==> config.mk <==
export PLATFORM = sky130hd
export DESIGN_NAME = line_key_field_locator_core
export DESIGN_NICKNAME = d
export VERILOG_FILES = /design/src/hw/rtl/lkfl_pkg.sv /design/src/hw/rtl/line_key_field_locator_core.sv /design/src/hw/rtl/lkfl_scan.sv /design/src/hw/rtl/lkfl_out_stage.sv
export VERILOG_INCLUDE_DIRS = /design/src /design/src/hw/rtl
export SDC_FILE = /design/constraint.sdc
export NUM_CORES = 1
export LEC_CHECK = 0
export CELL_PAD_IN_SITES_DETAIL_PLACEMENT = 1
export CELL_PAD_IN_SITES_GLOBAL_PLACEMENT = 1
export CORE_MARGIN = 8
export CORE_UTILIZATION = 49
export DETAILED_ROUTE_END_ITERATION = 8
export DONT_BUFFER_PORTS = 1
export PLACE_DENSITY = 0.85
export RECOVER_POWER = 25
export SYNTH_ARGS = -nofsm -noshare
export SYNTH_HDL_FRONTEND = slang
export SYNTH_SLANG_ARGS = --single-unit
==> constraint.sdc <==
create_clock -name clk -period 3.05 [get_ports clk]
set_input_delay 0.305 -clock clk [delete_from_list [all_inputs] [get_ports clk]]
set_output_delay 0.305 -clock clk [all_outputs]
set_load 0.05 [all_outputs]
==> src/hw/rtl/line_key_field_locator_core_defines.svh <==
// Assertion macros for the line key field locator core RTL.
`ifndef LINE_KEY_FIELD_LOCATOR_CORE_DEFINES_SVH
`define LINE_KEY_FIELD_LOCATOR_CORE_DEFINES_SVH

`ifndef SYNTHESIS
// Same-cycle implication, checked outside reset.
`define LKFL_ASSERT_IMP(label, clk, rst_n, ante, cons, msg) \
	label: assert property (@(posedge clk) disable iff (!(rst_n)) (ante) |-> (cons)) \
		else $error(msg);
// Next-cycle implication, checked outside reset.
`define LKFL_ASSERT_NEXT(label, clk, rst_n, ante, cons, msg) \
	label: assert property (@(posedge clk) disable iff (!(rst_n)) (ante) |=> (cons)) \
		else $error(msg);
`else
`define LKFL_ASSERT_IMP(label, clk, rst_n, ante, cons, msg)
`define LKFL_ASSERT_NEXT(label, clk, rst_n, ante, cons, msg)
`endif

`endif

==> src/hw/rtl/lkfl_pkg.sv <==
// Types and constants shared by the line key field locator modules.
`default_nettype none

package lkfl_pkg;

	localparam int unsigned BYTE_W = 8;

	typedef logic [BYTE_W-1:0] byte_t;

	localparam byte_t NEWLINE_BYTE = 8'd10;
	localparam byte_t BLANK_LIMIT  = 8'd32;

	// One result beat: where the key sits in the line and how long things are
	typedef struct packed {
		byte_t key_offset;
		byte_t key_length;
		byte_t line_length;
		logic  line_too_long;
	} lkfl_result_t;

endpackage

`default_nettype wire

==> src/hw/rtl/line_key_field_locator_core.sv <==
// Line key field locator top level: input register, line scan, result register.
//
//   channel  direction  payload                                        handshake
//   in       sink       byte_value                                     in_valid / in_ready
//   cfg      sink       word_number                                    cfg_valid / cfg_ready
//   out      source     key_offset key_length line_length line_too_long out_valid / out_ready
//
// One byte per clock sustained unless the input is held; a byte waits in the input
// register while the scan logic updates the line counters, a newline then loads the
// result register. A newline beat passes the input register, then the result register.
// Reset clears all line state and sets word_number to 1.
// Only a newline waiting on a full, stalled result register holds the input.
`default_nettype none

`include "line_key_field_locator_core_defines.svh"

module line_key_field_locator_core #(
	parameter int MAX_LINE = 128,
	parameter int MAX_KEY  = 128
) (
	input  logic            clk,
	input  logic            arst_n,
	input  logic            in_valid,
	output logic            in_ready,
	input  lkfl_pkg::byte_t byte_value,
	input  logic            cfg_valid,
	output logic            cfg_ready,
	input  lkfl_pkg::byte_t word_number,
	output logic            out_valid,
	input  logic            out_ready,
	output lkfl_pkg::byte_t key_offset,
	output lkfl_pkg::byte_t key_length,
	output lkfl_pkg::byte_t line_length,
	output logic            line_too_long
);
	import lkfl_pkg::*;

	localparam byte_t MaxLineC = byte_t'(MAX_LINE);
	localparam byte_t MaxKeyC  = byte_t'(MAX_KEY);

	byte_t        word_number_q;
	logic         valid_s1;
	byte_t        byte_s1;
	logic         line_end;
	logic         out_free;
	logic         advance_s1;
	lkfl_result_t scan_result;
	lkfl_result_t out_data;

	// Hold the key word number
	assign cfg_ready = 1'b1;

	always_ff @(posedge clk or negedge arst_n) begin
		if (!arst_n) begin
			word_number_q <= 8'd1;
		end else if (cfg_valid) begin
			word_number_q <= word_number;
		end
	end

	// Advance the input register unless a newline waits on a full result slot
	assign advance_s1 = valid_s1 && (!line_end || out_free);
	assign in_ready   = !valid_s1 || advance_s1;

	always_ff @(posedge clk or negedge arst_n) begin
		if (!arst_n) begin
			valid_s1 <= 1'b0;
		end else if (in_ready) begin
			valid_s1 <= in_valid;
		end
	end

	always_ff @(posedge clk) begin
		if (in_valid && in_ready) begin
			byte_s1 <= byte_value;
		end
	end

	lkfl_scan #(
		.MAX_LINE (MAX_LINE),
		.MAX_KEY  (MAX_KEY)
	) u_scan (
		.clk         (clk),
		.arst_n      (arst_n),
		.step        (advance_s1),
		.byte_s1     (byte_s1),
		.word_number (word_number_q),
		.line_end    (line_end),
		.result      (scan_result)
	);

	lkfl_out_stage u_out (
		.clk       (clk),
		.arst_n    (arst_n),
		.load      (advance_s1 && line_end),
		.load_data (scan_result),
		.free      (out_free),
		.out_valid (out_valid),
		.out_ready (out_ready),
		.out_data  (out_data)
	);

	assign key_offset    = out_data.key_offset;
	assign key_length    = out_data.key_length;
	assign line_length   = out_data.line_length;
	assign line_too_long = out_data.line_too_long;

	// Checks
	`LKFL_ASSERT_IMP(a_len_bounds, clk, arst_n, out_valid,
		(line_length <= MaxLineC) && (key_length <= MaxKeyC), "result length out of range")
	`LKFL_ASSERT_IMP(a_key_in_line, clk, arst_n, out_valid,
		key_offset <= line_length, "key offset beyond line end")
	`LKFL_ASSERT_IMP(a_overflow_len, clk, arst_n, out_valid && line_too_long,
		line_length == MaxLineC, "overflowed line not saturated")
	`LKFL_ASSERT_IMP(a_stall_cause, clk, arst_n, !in_ready,
		valid_s1 && line_end && out_valid && !out_ready, "input stalled without cause")

endmodule

`default_nettype wire

==> src/hw/rtl/lkfl_scan.sv <==
// Per-line scan state: word tracking, key position and length, line length.
`default_nettype none

module lkfl_scan #(
	parameter int MAX_LINE = 128,
	parameter int MAX_KEY  = 128
) (
	input  logic                  clk,
	input  logic                  arst_n,
	input  logic                  step,
	input  lkfl_pkg::byte_t       byte_s1,
	input  lkfl_pkg::byte_t       word_number,
	output logic                  line_end,
	output lkfl_pkg::lkfl_result_t result
);
	import lkfl_pkg::*;

	localparam byte_t MaxLineC = byte_t'(MAX_LINE);
	localparam byte_t MaxKeyC  = byte_t'(MAX_KEY);

	byte_t line_position_q;
	byte_t word_count_q;
	byte_t key_start_q;
	byte_t key_bytes_q;
	logic  key_counting_q;
	logic  prev_blank_q;
	logic  overflowed_q;

	byte_t line_position_d;
	byte_t word_count_d;
	byte_t key_start_d;
	byte_t key_bytes_d;
	logic  key_counting_d;
	logic  prev_blank_d;
	logic  overflowed_d;

	logic  blank;
	logic  new_word;

	assign line_end = (byte_s1 == NEWLINE_BYTE);
	assign blank    = (byte_s1 <= BLANK_LIMIT);
	assign new_word = !blank && prev_blank_q && (word_count_q < word_number);

	// Report the finished line
	assign result.key_offset    = key_start_q;
	assign result.key_length    = key_bytes_q;
	assign result.line_length   = line_position_q;
	assign result.line_too_long = overflowed_q;

	// Advance the line state by one byte
	always_comb begin
		line_position_d = line_position_q;
		word_count_d    = word_count_q;
		key_start_d     = key_start_q;
		key_bytes_d     = key_bytes_q;
		key_counting_d  = key_counting_q;
		prev_blank_d    = prev_blank_q;
		overflowed_d    = overflowed_q;
		if (line_end) begin
			line_position_d = '0;
			word_count_d    = 8'd1;
			key_start_d     = '0;
			key_bytes_d     = '0;
			key_counting_d  = 1'b1;
			prev_blank_d    = 1'b0;
			overflowed_d    = 1'b0;
		end else if (line_position_q >= MaxLineC) begin
			overflowed_d = 1'b1;
		end else begin
			if (new_word) begin
				word_count_d   = word_count_q + 8'd1;
				key_start_d    = line_position_q;
				key_bytes_d    = '0;
				key_counting_d = 1'b1;
			end
			// Count key bytes until the first blank after the key start
			if (key_counting_d) begin
				if (blank) begin
					key_counting_d = 1'b0;
				end else if (key_bytes_d < MaxKeyC) begin
					key_bytes_d = key_bytes_d + 8'd1;
				end
			end
			prev_blank_d    = blank;
			line_position_d = line_position_q + 8'd1;
		end
	end

	always_ff @(posedge clk or negedge arst_n) begin
		if (!arst_n) begin
			line_position_q <= '0;
			word_count_q    <= 8'd1;
			key_start_q     <= '0;
			key_bytes_q     <= '0;
			key_counting_q  <= 1'b1;
			prev_blank_q    <= 1'b0;
			overflowed_q    <= 1'b0;
		end else if (step) begin
			line_position_q <= line_position_d;
			word_count_q    <= word_count_d;
			key_start_q     <= key_start_d;
			key_bytes_q     <= key_bytes_d;
			key_counting_q  <= key_counting_d;
			prev_blank_q    <= prev_blank_d;
			overflowed_q    <= overflowed_d;
		end
	end

endmodule

`default_nettype wire

==> src/hw/rtl/lkfl_out_stage.sv <==
// Result register: holds one result beat until the consumer takes it.
`default_nettype none

module lkfl_out_stage (
	input  logic                   clk,
	input  logic                   arst_n,
	input  logic                   load,
	input  lkfl_pkg::lkfl_result_t load_data,
	output logic                   free,
	output logic                   out_valid,
	input  logic                   out_ready,
	output lkfl_pkg::lkfl_result_t out_data
);
	import lkfl_pkg::*;

	logic         valid_q;
	lkfl_result_t data_q;

	assign free      = !valid_q || out_ready;
	assign out_valid = valid_q;
	assign out_data  = data_q;

	// Drop the beat once taken, load a new one when free
	always_ff @(posedge clk or negedge arst_n) begin
		if (!arst_n) begin
			valid_q <= 1'b0;
		end else if (load) begin
			valid_q <= 1'b1;
		end else if (out_ready) begin
			valid_q <= 1'b0;
		end
	end

	always_ff @(posedge clk) begin
		if (load) begin
			data_q <= load_data;
		end
	end

endmodule

`default_nettype wire

==> metrics.txt, run 1 <==
# TYPE chip_impl_metric gauge
chip_impl_metric{name="vias_per_cell",unit=""} 5.84
chip_impl_metric{name="cts.clk_slew.worst_paths",unit="ns"} 0.08
chip_impl_metric{name="setup_viol",unit=""} 0
chip_impl_info{name="r2r_start",value="u_scan.word_count_q[2]"} 1
chip_impl_metric{name="synthesis.instances",unit=""} 279
chip_impl_metric{name="cts.sink_count",unit=""} 78
chip_impl_metric{name="netlist_area",unit="um2"} 3380
chip_impl_metric{name="critical_path_buffer_and_inverter_count",unit=""} 0
chip_impl_metric{name="cts_resized",unit=""} 0
chip_impl_metric{name="fmax",unit="GHz"} 0.362
chip_impl_info{name="most_frequent_cell_after_synthesis",value="sky130_fd_sc_hd__dfrtp_1"} 1
chip_impl_metric{name="grt-ovfl-total",unit=""} 0
chip_impl_info{name="endpoint_kind",value="flop"} 1
chip_impl_metric{name="synth_seq_cells",unit=""} 78
chip_impl_metric{name="max_cap_violations",unit=""} 1
chip_impl_metric{name="num_vias",unit=""} 2172
chip_impl_info{name="path_common_cell",value="sky130_fd_sc_hd__ha_1"} 1
chip_impl_metric{name="core_region_area",unit="um2"} 6720
chip_impl_metric{name="placed_cells",unit=""} 354
chip_impl_metric{name="routed_wl",unit="mm"} 6.84
chip_impl_metric{name="wire_per_inst",unit="um"} 18.4
chip_impl_metric{name="clkLatencyLatePin",unit="ns"} 0.35
chip_impl_metric{name="antennaDiodeCount",unit=""} 0
chip_impl_metric{name="finalClockSkew",unit="ns"} 0.0107
chip_impl_metric{name="pin_count_of_the_biggest_net_entering_global_routing",unit=""} 46
chip_impl_metric{name="max-slew-margin-rel",unit=""} -0.341
chip_impl_metric{name="power_per_cell_area",unit="nW/um2"} 663
chip_impl_info{name="grt_setup_unrepaired",value="false"} 1
chip_impl_metric{name="ir_drop",unit="mV"} 0.313
chip_impl_metric{name="chipWidth",unit="um"} 99.1
chip_impl_metric{name="initialDrtViolationCount",unit=""} 50
chip_impl_info{name="crit_path_start",value="u_scan.word_count_q[2]"} 1
chip_impl_info{name="critical_path.slowest_cell",value="sky130_fd_sc_hd__or4_1"} 1
chip_impl_metric{name="synth-warning-count",unit=""} 0
chip_impl_info{name="setup.worst_path.start_class",value="flop"} 1
chip_impl_info{name="clock_tree_from_tritoncts",value="built"} 1
chip_impl_metric{name="nNetsFinal",unit=""} 319
chip_impl_metric{name="final_core_utilization",unit=""} 0.550
chip_impl_metric{name="power.leakage",unit="uW"} 0.00156
chip_impl_metric{name="synth_enable_flop_cells",unit=""} 33
chip_impl_info{name="critical-path-top-delay-family",value="simple AND/OR/NAND/NOR gates"} 1
chip_impl_metric{name="cts.path.max_buffers",unit=""} 2
chip_impl_metric{name="critPathMaxStageDelay",unit="ns"} 0.54
chip_impl_info{name="synth_top_area_cell",value="sky130_fd_sc_hd__dfrtp_1"} 1
chip_impl_metric{name="slew_viol_final",unit=""} 46
chip_impl_metric{name="remaining_drc_errors",unit=""} 0
chip_impl_metric{name="timing.critical_path.fanout_max",unit=""} 18
chip_impl_metric{name="worst_slew_pin_slew",unit="ns"} 2.01
chip_impl_metric{name="top_level_ports",unit=""} 49
chip_impl_metric{name="grt_util_all_layers",unit=""} 0.150
chip_impl_info{name="critical_path.cell_chain",value="ha_1 > or4_1 > a21oi_2 > o311ai_4 > and2_1 > ha_1 > and4_1 > a41oi_1 > a31oi_1"} 1
chip_impl_metric{name="antenna_violations_before_repair",unit=""} 0
chip_impl_metric{name="number_of_nets_in_the_synthesized_netlist",unit=""} 311
chip_impl_info{name="hold_path_startpoint",value="byte_value[0]"} 1
chip_impl_info{name="violations",value="capacitance limit, slew limit"} 1
chip_impl_metric{name="row_count",unit=""} 30
chip_impl_metric{name="period_minus_slack",unit="ns"} 2.76
chip_impl_metric{name="initial_core_utilization",unit=""} 0.503
chip_impl_metric{name="globalplace.congestion",unit=""} 0.761
chip_impl_metric{name="floorplan.die_area",unit="um2"} 9810
chip_impl_metric{name="synth.distinct_cells",unit=""} 49
chip_impl_metric{name="dr.pass1.iters",unit=""} 4
chip_impl_info{name="synthTopCellsByCount",value="sky130_fd_sc_hd__dfrtp_1, sky130_fd_sc_hd__nand2_1, sky130_fd_sc_hd__edfxtp_1"} 1
chip_impl_metric{name="place.port_buffers",unit=""} 0
chip_impl_metric{name="h-tree-depth",unit=""} 3
chip_impl_metric{name="area_delta_synth_final",unit="%"} 9.40
chip_impl_metric{name="share_of_flip_flops_with_an_asynchronous_set_or_reset_after_synthesis",unit=""} 0.577
chip_impl_metric{name="first_global_vias",unit=""} 2294
chip_impl_metric{name="cts_buffers",unit=""} 9
chip_impl_metric{name="chipHeight",unit="um"} 99.1
chip_impl_metric{name="final_antenna_net_count",unit=""} 0
chip_impl_metric{name="finalCritPeriodShare",unit=""} 0.905
chip_impl_metric{name="synth_top_area_frac",unit=""} 0.311
chip_impl_info{name="cts_root_buffer",value="sky130_fd_sc_hd__clkbuf_8"} 1
chip_impl_info{name="synth_ff_type",value="sky130_fd_sc_hd__dfrtp_1"} 1
chip_impl_metric{name="final_layout_size_suffix_gt1_frac",unit=""} 0.106
chip_impl_metric{name="timing.critical_path.arrival",unit="ns"} 2.97
chip_impl_metric{name="setup_tns",unit="ns"} 0
chip_impl_info{name="path_class",value="flop to flop"} 1
chip_impl_info{name="ys_top_cells_by_area",value="sky130_fd_sc_hd__dfrtp_1, sky130_fd_sc_hd__edfxtp_1, sky130_fd_sc_hd__nand2_1"} 1
chip_impl_metric{name="critical_path_required",unit="ns"} 3.26
chip_impl_metric{name="synth.avg_cell_area",unit="um2"} 12.1
chip_impl_metric{name="finalHoldViolCount",unit=""} 0
chip_impl_info{name="hold_path.class",value="primary input to flop"} 1
chip_impl_info{name="outcome",value="complete, but fails checks"} 1
chip_impl_metric{name="hpwlAfterDp",unit="mm"} 4.81
chip_impl_metric{name="wire_length_of_the_first_global_routing_pass",unit="mm"} 11.4
chip_impl_metric{name="yosysSeqAreaShare",unit=""} 0.627
chip_impl_metric{name="finalNonFillerCells",unit=""} 372
[worst reg2reg max path, cell delays in order (launching register included)]
cell and delay [ns]:
sky130_fd_sc_hd__dfrtp_1 0.44, sky130_fd_sc_hd__ha_1 0.25, sky130_fd_sc_hd__or4_1 0.55, sky130_fd_sc_hd__a21oi_2 0.17
sky130_fd_sc_hd__o311ai_4 0.23, sky130_fd_sc_hd__and2_1 0.25, sky130_fd_sc_hd__ha_1 0.24, sky130_fd_sc_hd__and4_1 0.21
sky130_fd_sc_hd__a41oi_1 0.21, sky130_fd_sc_hd__a31oi_1 0.08
[path summary, 6_finish.rpt]
path                                         end  slack, ns  cells after the start
max                        u_scan.key_bytes_q[6]       0.29                      9
min                                   byte_s1[0]       0.04                      0
max reg2reg                u_scan.key_bytes_q[6]       0.29                      9
min reg2reg                   u_out.out_data[18]       0.46                      0
max in group asynchronous       word_number_q[2]       0.68                      2
min in group asynchronous  u_scan.key_bytes_q[3]       1.20                      2
[layout by cell type (no fill, tap or decap), types with 5 or more instances in the layout]
master and count:
sky130_fd_sc_hd__nor2_1 9, sky130_fd_sc_hd__clkbuf_8 11, sky130_fd_sc_hd__nand4_1 6, sky130_fd_sc_hd__edfxtp_1 33, sky130_fd_sc_hd__o21ai_0 15, sky130_fd_sc_hd__mux2i_1 13
sky130_fd_sc_hd__dfrtp_1 42, sky130_fd_sc_hd__buf_4 5, sky130_fd_sc_hd__inv_1 16, sky130_fd_sc_hd__a21oi_1 7, sky130_fd_sc_hd__nor3_1 5, sky130_fd_sc_hd__nand2_1 37
sky130_fd_sc_hd__ha_1 11, sky130_fd_sc_hd__and3_1 5, sky130_fd_sc_hd__nand3_1 10, sky130_fd_sc_hd__xnor2_1 5
[flip-flops by register name (all words and copies together), names as in the netlist]
signal,cells
u_out.out_valid,1
word_number_q,8
u_scan.prev_blank_q,1
valid_s1,1
u_scan.word_count_q,8
u_scan.key_bytes_q,8
u_scan.overflowed_q,1
u_scan.line_position_q,8
byte_s1,8
u_out.out_data,25
u_scan.key_counting_q,1
u_scan.key_start_q,8
[layer usage]
layer / global-route usage / routed length [um] / vias to the layer above
met5: 0 / 0 / -
met4: 0.0617 / 116 / 0
met3: 0.0486 / 284 / 10
met2: 0.245 / 3280 / 59
met1: 0.177 / 3160 / 1080
li1: - / - / 1023
[through the flow]
step / power [uW] / hold slack (ns) / area (um2) / setup WS [ns]
3_3_place_gp: 1630 / 0.0115 / 3470 / 0.500
5_1_grt: 2570 / 0.0187 / 3700 / 0.107
3_5_place_dp: 1660 / 0.0116 / 3470 / 0.352
6_report: 2450 / 0.0402 / 3700 / 0.290
2_1_floorplan: 1560 / 0.00941 / 3380 / 0.471
4_1_cts: 2470 / 0.0242 / 3710 / 0.330
[logic make-up after synthesis]
kind of cell    synth area share
simple gates               0.142
xor+xnor                  0.0130
mux                       0.0418
flops                      0.627
buf+inv                   0.0340
other cells              0.00111
fa+ha+maj                 0.0407
compound gates            0.0999
[report_power, final]
group	internal, uW	switching (uW)
clock	426	371
combinational	129	194
sequential	1220	112
[timing repair]
action | in CTS | in global routing
setup buffers | 0 | 0
endpoints found under the hold margin | 45 | 0
hold buffers | 2 | 0
[cell type report]
| cell class | count | area (um2) |
|---|---|---|
| fillers | 685 | 3020 |
| flip-flops and latches | 78 | 2120 |
| multi-input cells | 174 | 1140 |
| clock buffers | 12 | 155 |
| well taps | 80 | 100 |
| inverters | 17 | 63.8 |
| repair buffers | 7 | 60.1 |
| clock inverters | 4 | 53.8 |
(Power assumes the default switching activity.)
==> inputs of run 2 (changes only) <==
Settings changed: CORE_UTILIZATION 49 to 40, GPL_TIMING_DRIVEN set to 0, PLACE_DENSITY 0.85 to 0.73.
==> metrics.txt, run 2 (synthesis gave the netlist of run 1 again) <==
# TYPE chip_impl_metric gauge
chip_impl_metric{name="ir_drop",unit="mV"} 0.345
chip_impl_metric{name="clkLatencyLatePin",unit="ns"} 0.36
chip_impl_metric{name="finalNonFillerCells",unit=""} 402
chip_impl_metric{name="first_global_vias",unit=""} 2439
chip_impl_metric{name="timing.critical_path.fanout_max",unit=""} 10
chip_impl_info{name="outcome",value="complete, but fails checks"} 1
chip_impl_info{name="cts_root_buffer",value="sky130_fd_sc_hd__clkbuf_8"} 1
chip_impl_info{name="violations",value="capacitance limit, slew limit"} 1
chip_impl_metric{name="floorplan.die_area",unit="um2"} 11700
chip_impl_metric{name="area_delta_synth_final",unit="%"} 9.99
chip_impl_metric{name="place.port_buffers",unit=""} 0
chip_impl_metric{name="worst_slew_pin_slew",unit="ns"} 2.13
chip_impl_metric{name="final_antenna_net_count",unit=""} 0
chip_impl_info{name="endpoint_kind",value="flop"} 1
chip_impl_info{name="critical_path.slowest_cell",value="sky130_fd_sc_hd__or4_1"} 1
chip_impl_metric{name="finalHoldViolCount",unit=""} 0
chip_impl_metric{name="filler_cell_count",unit=""} 864
chip_impl_metric{name="wire_length_of_the_first_global_routing_pass",unit="mm"} 12.1
chip_impl_metric{name="initial_core_utilization",unit=""} 0.411
chip_impl_metric{name="placed_cells",unit=""} 384
chip_impl_metric{name="final_cell_area",unit="um2"} 3720
chip_impl_metric{name="cts_buffers",unit=""} 9
chip_impl_metric{name="hpwlAfterDp",unit="mm"} 5.10
chip_impl_metric{name="chipWidth",unit="um"} 108
chip_impl_metric{name="period_minus_slack",unit="ns"} 2.87
chip_impl_metric{name="final_core_utilization",unit=""} 0.453
chip_impl_metric{name="antenna_violations_before_repair",unit=""} 0
chip_impl_metric{name="timing.critical_path.arrival",unit="ns"} 3.11
chip_impl_metric{name="pin_count_of_the_biggest_net_entering_global_routing",unit=""} 46
chip_impl_info{name="mostFrequentLayoutCell",value="sky130_fd_sc_hd__dfrtp_1"} 1
chip_impl_metric{name="vias_per_cell",unit=""} 5.54
chip_impl_metric{name="antennaDiodeCount",unit=""} 0
chip_impl_info{name="path_common_cell",value="sky130_fd_sc_hd__ha_1"} 1
chip_impl_metric{name="multi_input_area",unit="um2"} 1140
chip_impl_info{name="path_class",value="flop to flop"} 1
chip_impl_metric{name="row_count",unit=""} 33
chip_impl_metric{name="largest_reg_flops",unit=""} 25
chip_impl_metric{name="postCtsSetupRepairBufs",unit=""} 0
chip_impl_metric{name="top_level_ports",unit=""} 49
chip_impl_metric{name="remaining_drc_errors",unit=""} 0
chip_impl_metric{name="holdPathStages",unit=""} 1
chip_impl_metric{name="dr.pass1.iters",unit=""} 5
chip_impl_metric{name="report.power.total",unit="uW"} 2380
chip_impl_info{name="critical-path-top-delay-family",value="simple AND/OR/NAND/NOR gates"} 1
chip_impl_metric{name="chipHeight",unit="um"} 108
chip_impl_metric{name="cts.clk_slew.worst_paths",unit="ns"} 0.09
chip_impl_info{name="setup.worst_path.start_class",value="flop"} 1
chip_impl_info{name="grt_setup_unrepaired",value="false"} 1
chip_impl_metric{name="initialDrtViolationCount",unit=""} 51
chip_impl_metric{name="final_layout_size_suffix_gt1_frac",unit=""} 0.111
chip_impl_metric{name="h-tree-depth",unit=""} 3
chip_impl_info{name="clock_tree_from_tritoncts",value="built"} 1
chip_impl_metric{name="critical_path_required",unit="ns"} 3.29
chip_impl_metric{name="register_area",unit="um2"} 2120
chip_impl_metric{name="critPathMaxStageDelay",unit="ns"} 0.51
chip_impl_info{name="mostFrequentLayoutCells",value="sky130_fd_sc_hd__dfrtp_1, sky130_fd_sc_hd__nand2_1, sky130_fd_sc_hd__edfxtp_1"} 1
chip_impl_metric{name="power_per_cell_area",unit="nW/um2"} 639
chip_impl_metric{name="power.leakage",unit="uW"} 0.00154
chip_impl_metric{name="globalplace.congestion",unit=""} 0.796
chip_impl_metric{name="setup_viol",unit=""} 0
chip_impl_metric{name="cts.path.max_buffers",unit=""} 2
chip_impl_metric{name="placed_area",unit="um2"} 3510
chip_impl_metric{name="nNetsFinal",unit=""} 324
chip_impl_metric{name="critical_path_buffer_and_inverter_count",unit=""} 1
chip_impl_metric{name="finalCritPeriodShare",unit=""} 0.943
chip_impl_metric{name="stages_on_the_worst_setup_path",unit=""} 10
chip_impl_metric{name="reg2regPathDepth",unit=""} 10
chip_impl_metric{name="max-slew-margin-rel",unit=""} -0.418
chip_impl_metric{name="wire_per_inst",unit="um"} 17.8
chip_impl_info{name="critical_path.cell_chain",value="ha_1 > or4_1 > a21oi_2 > o311ai_4 > clkbuf_2 > and2_1 > ha_1 > and4_1 > a41oi_1 > a31oi_1"} 1
chip_impl_metric{name="setup_tns",unit="ns"} 0
chip_impl_metric{name="grt_util_all_layers",unit=""} 0.132
chip_impl_metric{name="core_region_area",unit="um2"} 8220
chip_impl_metric{name="max_cap_violations",unit=""} 1
chip_impl_metric{name="cts.sink_count",unit=""} 78
chip_impl_metric{name="grt-ovfl-total",unit=""} 0
chip_impl_metric{name="finalClockSkew",unit="ns"} 0.0127
chip_impl_metric{name="num_vias",unit=""} 2229
chip_impl_metric{name="slew_viol_final",unit=""} 46
chip_impl_info{name="hold_path.class",value="primary input to flop"} 1
chip_impl_metric{name="fmax",unit="GHz"} 0.348
chip_impl_metric{name="routed_wl",unit="mm"} 7.16
run 2: changes by cell type in the layout (fill, tap and decap cells not counted), sizes merged:
| cell | delta |
|---|---|
| clkdlybuf4s25 | +1 |
| dlymetal6s4s | -1 |
| clkinv | +2 |
| inv | +1 |
| clkbuf | +2 |
| clkinvlp | +1 |
| bufinv | -1 |
run 2: layout make-up:
type / instances / area share
buffer: 10 / 0.0141
clock buffer: 9 / 0.0333
clock inverter: 7 / 0.0155
inverter: 17 / 0.0182
multi-input combinational: 174 / 0.308
sequential: 78 / 0.570
tap: 105 / 0.0353
timing repair buffer: 2 / 0.00538
run 2: layer usage:
metal  part of all wire  up-vias  routed length (um)  global-route usage
li1                   -     1037                   -                   -
met1               0.46     1119                3300               0.160
met2               0.48       59                3450               0.214
met3              0.039       14                 279              0.0416
met4              0.017        0                 123              0.0555
met5                  0        -                   0                   0
run 2: final timing paths:
check | startpoint | endpoint | slack [ns]
setup reg to reg | u_scan.word_count_q[2] | u_scan.key_bytes_q[6] | 0.18
hold / removal | in_valid | valid_s1 | 0.05
hold reg to reg | u_scan.key_start_q[3] | u_out.out_data[20] | 0.45
setup / recovery | u_scan.word_count_q[2] | u_scan.key_bytes_q[6] | 0.18
max in group asynchronous | arst_n | u_scan.key_bytes_q[5] | 0.55
min in group asynchronous | arst_n | u_out.out_valid | 1.28
run 2: power by group:
part	switching (uW)	internal (uW)	total, uW
clock	409	305	713
sequential	117	1220	1340
combinational	197	128	325
run 2: worst reg2reg max path, delay by kind of cell (launching register included):
family | cells | cell delay [ns]
adder cells (fa/ha/maj) | 2 | 0.47
AND/OR/NAND/NOR | 3 | 0.94
AO/OA/AOI/OAI | 4 | 0.63
buffers and inverters | 1 | 0.26
flip-flops | 1 | 0.45
run 2: stage by stage:
| stage | hold slack (ns) | worst slack, ns |
|---|---|---|
| global route | 0.0273 | 0.00772 |
| CTS | 0.0321 | 0.0210 |
| finish | 0.0461 | 0.175 |
| global placement | 0.0120 | 0.177 |
| detailed placement | 0.0120 | 0.0636 |
| floorplan | 0.00941 | 0.471 |
run 2: what timing repair did:
item | 4_1_cts | 5_1_grt
hold endpoints to repair | 45 | 0
hold buffers | 2 | 0
gates resized for setup | 0 | 3
setup endpoints to repair | 0 | 2
